[config.mk]
export PLATFORM = sky130hd
export DESIGN_NAME = extended_gcd_bezout
export DESIGN_NICKNAME = d
export VERILOG_FILES = /design/src/rtl/core/egcd_pkg.sv /design/src/rtl/core/egcd_dp.sv /design/src/rtl/core/egcd_ctrl.sv /design/src/rtl/core/extended_gcd_bezout.sv
export SDC_FILE = /design/constraint.sdc
export NUM_CORES = 2
export LEC_CHECK = 0
export BUFFER_PORTS_ARGS = -buffer_cell sky130_fd_sc_hd__buf_2
export CAP_MARGIN = 0
export CORE_MARGIN = 3
export CORE_UTILIZATION = 55
export DETAILED_ROUTE_END_ITERATION = 10
export GPL_TIMING_DRIVEN = 0
export HOLD_SLACK_MARGIN = 0.06
export PLACE_DENSITY = 0.82
export RECOVER_POWER = 100
export SLEW_MARGIN = 20
export SYNTH_ARGS = -nofsm -noshare
export SYNTH_HDL_FRONTEND = slang
export SYNTH_SLANG_ARGS = --single-unit
[constraint.sdc]
create_clock -name clk -period 8.9 [get_ports clk]
set_clock_uncertainty 0.2 [all_clocks]
set_input_delay 0.89 -clock clk [delete_from_list [all_inputs] [get_ports clk]]
set_output_delay 0.89 -clock clk [all_outputs]
set_load 0.02 [all_outputs]
[src/rtl/core/egcd_pkg.sv]
// ----------------------------------------------------------------------------
// egcd_pkg: shared types and constants for the extended GCD block
// Operand and coefficient widths, stream packing widths and the
// command/status bundles between controller and datapath.
// ----------------------------------------------------------------------------
package egcd_pkg;

  localparam int DATA_WIDTH  = 32;
  localparam int OPND_W      = DATA_WIDTH - 1;
  localparam int COEF_W      = DATA_WIDTH;
  // one quotient bit per divider step
  localparam int DIV_STEPS   = OPND_W;
  localparam int CNT_W       = $clog2(DIV_STEPS);
  localparam int IN_TDATA_W  = ((2 * OPND_W + 7) / 8) * 8;
  localparam int OUT_TDATA_W = ((OPND_W + 2 * COEF_W + 7) / 8) * 8;

  typedef logic [OPND_W-1:0]        opnd_t;
  typedef logic [COEF_W-1:0]        coef_t;
  typedef logic signed [COEF_W-1:0] scoef_t;

  // controller to datapath
  typedef struct packed {
    logic load;      // take a new operand pair
    logic div_init;  // start a division r0 / r1
    logic div_step;  // one restoring division step
    logic mul;       // form q*s1 and q*t1
    logic upd;       // advance the remainder and coefficient sequences
  } egcd_cmd_t;

  // datapath to controller
  typedef struct packed {
    logic r1_zero;   // current divisor is zero: the run is over
  } egcd_stat_t;

endpackage

[src/rtl/core/egcd_dp.sv]
// ----------------------------------------------------------------------------
// egcd_dp: extended Euclid datapath
// Remainder and coefficient registers, a bit-serial restoring divider and
// one multiply-subtract round per quotient.
// ----------------------------------------------------------------------------
module egcd_dp
  import egcd_pkg::*;
(
  input  logic       clk,
  input  egcd_cmd_t  cmd,
  input  opnd_t      in_a,
  input  opnd_t      in_b,
  output egcd_stat_t stat,
  output opnd_t      res_divisor,
  output scoef_t     res_coef_a,
  output scoef_t     res_coef_b
);

  opnd_t r0, r1;
  coef_t s0, s1, t0, t1;
  logic  swap;

  // divider state
  opnd_t rem, dvd, quo;
  // products of the current round
  coef_t ps, pt;

  logic [OPND_W:0] trial;
  logic [OPND_W:0] diff;
  logic            fits;
  coef_t           qx;

  assign trial = {rem, dvd[OPND_W-1]};
  assign diff  = trial - {1'b0, r1};
  assign fits  = (trial >= {1'b0, r1});
  assign qx    = COEF_W'(quo);

  // remainder and coefficient sequences
  always_ff @(posedge clk) begin
    if (cmd.load) begin
      swap <= (in_b > in_a);
      if (in_b > in_a) begin
        r0 <= in_b;
        r1 <= in_a;
      end else begin
        r0 <= in_a;
        r1 <= in_b;
      end
      s0 <= COEF_W'(1);
      s1 <= '0;
      t0 <= '0;
      t1 <= COEF_W'(1);
    end else if (cmd.upd) begin
      r0 <= r1;
      r1 <= rem;
      s0 <= s1;
      s1 <= s0 - ps;
      t0 <= t1;
      t1 <= t0 - pt;
    end
  end

  // serial restoring divider, one quotient bit per step
  always_ff @(posedge clk) begin
    if (cmd.div_init) begin
      rem <= '0;
      dvd <= r0;
      quo <= '0;
    end else if (cmd.div_step) begin
      dvd <= {dvd[OPND_W-2:0], 1'b0};
      quo <= {quo[OPND_W-2:0], fits};
      rem <= fits ? diff[OPND_W-1:0] : trial[OPND_W-1:0];
    end
  end

  // products, registered before the subtract (kept modulo 2^COEF_W)
  always_ff @(posedge clk) begin
    if (cmd.mul) begin
      ps <= qx * s1;
      pt <= qx * t1;
    end
  end

  assign stat.r1_zero = (r1 == '0);
  assign res_divisor  = r0;
  // swap the coefficients back when the operands were exchanged
  assign res_coef_a   = swap ? scoef_t'(t0) : scoef_t'(s0);
  assign res_coef_b   = swap ? scoef_t'(s0) : scoef_t'(t0);

endmodule

[src/rtl/core/egcd_ctrl.sv]
// ----------------------------------------------------------------------------
// egcd_ctrl: extended Euclid sequencer
// Runs check / divide / multiply / update rounds until the divisor is zero,
// then hands the result to the output register.
// ----------------------------------------------------------------------------
module egcd_ctrl
  import egcd_pkg::*;
(
  input  logic       clk,
  input  logic       rst,
  input  logic       in_valid,
  output logic       in_ready,
  input  logic       out_free,
  output logic       out_load,
  input  egcd_stat_t stat,
  output egcd_cmd_t  cmd
);

  typedef enum logic [5:0] {
    S_IDLE  = 6'b000001,
    S_CHECK = 6'b000010,
    S_DIV   = 6'b000100,
    S_MUL   = 6'b001000,
    S_UPD   = 6'b010000,
    S_DONE  = 6'b100000
  } state_t;

  state_t            state, state_next;
  logic [CNT_W-1:0]  cnt, cnt_next;

  // next state and commands
  always_comb begin
    state_next   = state;
    cnt_next     = cnt;
    cmd          = '0;
    in_ready     = 1'b0;
    out_load     = 1'b0;
    case (state)
      S_IDLE: begin
        in_ready = 1'b1;
        if (in_valid) begin
          cmd.load   = 1'b1;
          state_next = S_CHECK;
        end
      end
      S_CHECK: begin
        if (stat.r1_zero) begin
          state_next = S_DONE;
        end else begin
          cmd.div_init = 1'b1;
          cnt_next     = '0;
          state_next   = S_DIV;
        end
      end
      S_DIV: begin
        cmd.div_step = 1'b1;
        cnt_next     = cnt + 1'b1;
        if (cnt == CNT_W'(DIV_STEPS - 1)) begin
          state_next = S_MUL;
        end
      end
      S_MUL: begin
        cmd.mul    = 1'b1;
        state_next = S_UPD;
      end
      S_UPD: begin
        cmd.upd    = 1'b1;
        state_next = S_CHECK;
      end
      S_DONE: begin
        if (out_free) begin
          out_load   = 1'b1;
          state_next = S_IDLE;
        end
      end
      default: begin
        state_next = S_IDLE;
      end
    endcase
  end

  always_ff @(posedge clk) begin
    if (rst) begin
      state <= S_IDLE;
      cnt   <= '0;
    end else begin
      state <= state_next;
      cnt   <= cnt_next;
    end
  end

endmodule

[src/rtl/core/extended_gcd_bezout.sv]
// ----------------------------------------------------------------------------
// extended_gcd_bezout: GCD with signed Bezout coefficients
// Each item runs one round per Euclid quotient (up to 44) between input and
// result transfer; a round is check, 31-step serial divide, multiply, update.
// Throughput: one item at a time; the next item is taken once the result
// sits in the output register, while that result waits for its transfer.
// Reset (rst, synchronous) returns the sequencer to idle and empties the
// output register.
// ----------------------------------------------------------------------------
module extended_gcd_bezout
  import egcd_pkg::*;
(
  input  logic                   clk,
  input  logic                   rst,
  input  logic                   s_axis_tvalid,
  output logic                   s_axis_tready,
  // operand_a, operand_b, zero fill
  input  logic [IN_TDATA_W-1:0]  s_axis_tdata,
  output logic                   m_axis_tvalid,
  input  logic                   m_axis_tready,
  // divisor, coef_a, coef_b, zero fill
  output logic [OUT_TDATA_W-1:0] m_axis_tdata
);

  egcd_cmd_t  cmd;
  egcd_stat_t stat;
  logic       out_free, out_load;
  opnd_t      res_divisor, divisor;
  scoef_t     res_coef_a, res_coef_b, coef_a, coef_b;

  assign out_free = !m_axis_tvalid || m_axis_tready;

  egcd_ctrl u_ctrl (
    .clk      (clk),
    .rst      (rst),
    .in_valid (s_axis_tvalid),
    .in_ready (s_axis_tready),
    .out_free (out_free),
    .out_load (out_load),
    .stat     (stat),
    .cmd      (cmd)
  );

  egcd_dp u_dp (
    .clk         (clk),
    .cmd         (cmd),
    .in_a        (s_axis_tdata[OPND_W-1:0]),
    .in_b        (s_axis_tdata[2*OPND_W-1:OPND_W]),
    .stat        (stat),
    .res_divisor (res_divisor),
    .res_coef_a  (res_coef_a),
    .res_coef_b  (res_coef_b)
  );

  // output register valid flag
  always_ff @(posedge clk) begin
    if (rst) begin
      m_axis_tvalid <= 1'b0;
    end else if (out_load) begin
      m_axis_tvalid <= 1'b1;
    end else if (m_axis_tready) begin
      m_axis_tvalid <= 1'b0;
    end
  end

  // output register payload
  always_ff @(posedge clk) begin
    if (out_load) begin
      divisor <= res_divisor;
      coef_a  <= res_coef_a;
      coef_b  <= res_coef_b;
    end
  end

  assign m_axis_tdata = OUT_TDATA_W'({coef_b, coef_a, divisor});

endmodule
# After elaboration in Yosys (flattened, before gate mapping)
# Index checks and enable logic that the tools add are counted.
[word_totals] inputBits=68 reg_bits=455 output_inout_bits=98
[classes] multipliers=2 mux=30 n_reduce_logical=9 eq_ne=11 n_addsub=4 order_cmp=2
[ops] operator="two-way mux 31 bit" n=9
[ops] operator="multiplier 31 x 32 -> 32 bit" n=2
[ops] operator="two-way mux 32 bit" n=2
[ops] operator="subtractor 32 bit" n=2
[ops] operator="one-hot mux 6 bit (6 select lines)" n=1
[ops] operator=">= comparator 32 x 31 -> 1 bit" n=1
[ops] operator="greater-than comparator 31 bit" n=1
[ops] operator="logical NOT 31 bit" n=1
[ops] operator="subtractor 31 bit" n=1
[ops] operator="two-way mux 6 bit" n=4
[ops] operator="two-way mux 1 bit" n=12
[ops] operator="one-hot mux 5 bit (2 select lines)" n=1
[ops] operator="nonzero test 2 bit" n=4
[ops] operator="== test 6 x 1 -> 1 bit (second input constant)" n=1
[ops] operator="== test 6 x 2 -> 1 bit (second input constant)" n=1
[ops] operator="== test 6 x 3 -> 1 bit (second input constant)" n=1
[ops] operator="== test 6 x 4 -> 1 bit (second input constant)" n=1
[ops] operator="== test 6 x 5 -> 1 bit (second input constant)" n=1
[ops] operator="== test 6 bit (second input constant)" n=1
[ops] operator="inequality test 2 bit (second input constant)" n=3
[ops] operator="adder 5 x 1 -> 5 bit (second input constant)" n=1
[ops] operator="== test 5 bit (second input constant)" n=1
[ops] operator="two-way mux 5 bit" n=1
[ops] operator="AND reduction 3 bit" n=1
[ops] operator="4 further kinds" n=4

# Depth between registers and ports, before layout
[depth] depth_word=5 mapped_depth=28 ltp_nobuf=26

# Hierarchy
# Synthesis repeated with hierarchy kept, for this count alone.
[hier_totals] hier_cells=5781 hier_area_um2=55394.4
[modules_own_cells] module="egcd_dp" area_per_inst_um2=51782.2 cells_each=5597 instances=1
[modules_own_cells] module="extended_gcd_bezout" area_per_inst_um2=2910.3 cells_each=101 instances=1
[modules_own_cells] module="egcd_ctrl" area_per_inst_um2=701.9 cells_each=83 instances=1

# Worst setup path after synthesis
# No wires, ideal clock.
[synth_path] path_kind="reg-to-reg" start="reg u_dp.quo[4]" end="reg u_dp.pt[31] (data pin)" path_stages_with_launch=26 n_path_buf=2 required_ns=8.440 slack_ns=1.366 period_less_slack_ns=7.534 setup_ns=0.260 arrival_time_ns=7.074 cell_sequence="dfxtp_1 -> clkbuf_1 -> clkbuf_1 -> and2_1 -> fa_1 -> fa_1 -> fa_1 -> inv_1 -> fa_1 -> inv_1 -> fa_1 -> inv_1 -> fa_1 -> inv_1 -> fa_1 -> fa_1 -> ha_1 -> a211o_1 -> or4_1 -> nor2_1 -> o41ai_1 -> a31oi_2 -> o22ai_1 -> o41a_1 -> a211oi_2 -> xnor2_1"
[synth_via] elab_chain_cells=1
[synth_lines] element="start: declaration" line="egcd_dp.sv:24" rtl="opnd_t rem, dvd, quo;"
[synth_lines] element="start signal: assignment" line="egcd_dp.sv:71" rtl="quo <= {quo[OPND_W-2:0], fits};"
[synth_lines] element="multiplier 31 x 32 -> 32 bit" line="egcd_dp.sv:80" rtl="pt <= qx * t1;"
[synth_lines] element="end signal: assignment" line="egcd_dp.sv:80"
[synth_lines] element="end: declaration" line="egcd_dp.sv:26" rtl="coef_t ps, pt;"
# Every way passes these cells.
# A chain may end at the register's enable or synchronous reset.

# Final worst setup path
[layout_path] start="reg u_dp.quo[4]" end="reg u_dp.ps[31] (data pin)"
[layout_via] elab_chain_cells=1
[layout_lines] element="multiplier 31 x 32 -> 32 bit" line="egcd_dp.sv:79" rtl="ps <= qx * s1;"
[layout_lines] element="end signal: assignment" line="egcd_dp.sv:79"
[layout_lines] element="end: declaration" line="egcd_dp.sv:26"
# Every way passes these cells.

==> out/results.ini <==
[placed_design]
place_ws_ns=-0.990
place_inst=7258
gp_congestion=1.03
io_buffer_count=162
dpl.hpwl_mm=158

[logic_synthesis]
synth_ff_type=edfxtp_1
yosys_register_bits=455
synth_cells=5808
synth-edff-count=253
yosys.area.top_type=fa_1
synthArstFlopShare=0
synth_top_area_share=0.305
synthTopCellsByArea=fa_1 31%, edfxtp_1 14%, ha_1 8.5%
syn_avg_cell_area_um2=9.27
ys.warnings.count=0
yosysSeqAreaShare=0.216
synth_nets=7063
synth.distinct_cells=82
netlist_area_um2=53800

[global_routing]
grt_pass1_vias=45300
grt_usage=0.383
grt-ovfl-total=0
grt_max_degree=54
antenna_found_initial=21
grt_pass1_wl_mm=288

[finish]
layout_commonest_cell=nand2_1
drive_gt1_frac=0.0482
layout_common_cells=1026 x nand2_1, 903 x inv_1, 821 x fa_1
fin_cells=7359
fill_cells=8386
area_growth_pct=7.45
multiInputGateArea_um2=37600
nNetsFinal=7278
register_area_um2=11600

[drt]
vias=44300
drtIter0Drc=5093
routedWlPerCell_um=26.4
drtAntennaViolNets=0
routed_wl_mm=194
route.detailed.drc=0
drtPass1Iterations=7
via_per_inst=6.01

[setup_path]
critical_path.top_delay_family=adder cells
cp.arrival_ns=8.98
cp_max_fo=11
crit_type=reg2reg
worst_path_most_repeated_cell=fa_1
cp-start-kind=flip-flop
cp_num_buf_inv=6
end_kind=flip-flop
worst-endpoint-required_ns=9.11
critPathMaxStageDelay_ns=0.54
crit_slowest_cell=fa_1

[floorplan]
io_pins=166
core_area_um2=96900
rows=114
die_w_um=319
dieArea_um2=102000
die_y_um=319
initial_core_util=0.556

[clock_tree]
cts_max_path_buffers=3
worstSkewPairLatency_ns=0.64
cts_hold_buffers=0
numCtsBuffers=49
clk_pin_slew_worst_paths_ns=0.07
clock-sinks=455
cts_tree=built
htreeDepth=2
root_buffer=clkbuf_16

[hold_path]
hp-class=in2reg

[sta]
rsz0062_at_grt=false
finalCritPeriodShare=0.986
period_minus_slack_ns=8.78
max_freq_mhz=114
worst_pin_slew_ns=3.23
slew_headroom=-1.16
hold_viol=0
final-max-slew-violation-count=107
fin_tns_setup_ns=0
finalWorstSetupSlack_ns=0.122
finalSetupViolations=0

[power]
vdd_drop_max_mv=0.171
p_total_mw=6.20
powerDensity_nw_per_um2=107
leakage_nw=27.3

[outcome]
run_status=complete, but fails checks
violations=capacitance limit, slew limit

[run]
drv_cap=3

[area by class of cell]
cell class                      count  share of cell area
Antenna cell                       19            0.000822
Buffer                            317              0.0222
Clock buffer                       62              0.0227
Clock inverter                     30             0.00424
Inverter                          904              0.0587
Multi-Input combinational cell   4121               0.649
Sequential cell                   455               0.201
Tap cell                         1276              0.0276
Timing Repair Buffer              175              0.0129
[metrics by stage]
step / util / cell area (µm²) / hold slack (ns)
global route: 0.597 / 57800 / 0.251
CTS: 0.599 / 58000 / 0.227
finish: 0.597 / 57900 / 0.241
detailed placement: 0.583 / 56400 / 0.234
global placement: 0.581 / 56300 / 0.239
floorplan: - / 53800 / 0.217
[worst register-to-register path, delay by kind of cell (launching register included)]
kind	cells	cell delay, ns
buf+inv	6	0.93
compound gates	4	1.36
fa+ha+maj	9	4.30
xor+xnor	1	0.29
flops	1	0.42
simple gates	6	1.07
[report_power, final]
group	switching, mW	total, mW	internal, mW	leakage, nW
registers	0.171	2.70	2.53	3.87
logic	1.02	1.46	0.448	22.6
clock network	0.943	2.04	1.09	0.760
[cells by family after synthesis]
logic type      synth area share
xor+xnor                  0.0399
simple gates               0.164
compound gates            0.0777
mux                       0.0261
buf+inv                   0.0862
flops                      0.216
fa+ha+maj                  0.390
other cells            0.0000696
[state kept, by name (all words and copies together) (netlist names), 32 cells and up]
register and flops:
u_dp.ps 32, u_dp.t0 32, u_dp.pt 32, coef_a 32
u_dp.s1 32, coef_b 32, u_dp.s0 32, u_dp.t1 32
[synthesized netlist by cell type, drive strengths merged (6+ instances only)]
master      n
ha        366
and3        9
xnor2     177
nand2    1026
nor2b      17
mux2i      72
nand3      55
clkbuf    300
nor4       16
a211oi     31
dfxtp     202
and2      496
nand2b     21
o211ai      8
or2         7
nand3b      8
nor2      127
o31ai      18
o2111ai     7
a21o       70
a311oi      6
fa        821
buf        28
mux2       61
edfxtp    253
o211a       6
a21oi     128
o21bai     19
inv       904
nand4      21
o21a       34
o21ai     283
o41ai       6
a31oi      17
xor2       68
nor3       55
or3         7
[layer usage]
layer / up-vias / global-route usage / wire length [µm]
met5: - / 0 / 36
met4: 6 / 0.225 / 13900
met3: 723 / 0.107 / 24000
met2: 2835 / 0.579 / 84200
met1: 22000 / 0.496 / 72100
li1: 18700 / - / -
[path summary, 6_finish.rpt]
check,to,from,slack (ns),cells after the start
max,u_dp.ps[31]$_DFFE_PN_,u_dp.quo[4]$_SDFFE_PP0P_,0.12,26
min,u_ctrl.state[4]$_SDFFE_PP0P_,rst,0.24,2
max reg2reg,u_dp.ps[31]$_DFFE_PN_,u_dp.quo[4]$_SDFFE_PP0P_,0.12,26
min reg2reg,divisor[9]$_DFFE_PP_,u_dp.res_divisor[9]$_DFFE_PP_,0.26,0
[repair_timing]
item / 4_1_cts / 5_1_grt
gates cloned: 0 / 0
setup buffers: 0 / 0
resized for setup: 41 / 82
hold endpoints to repair: 0 / 0
endpoints found under the setup margin: 7 / 6
(Power assumes the default switching activity.)
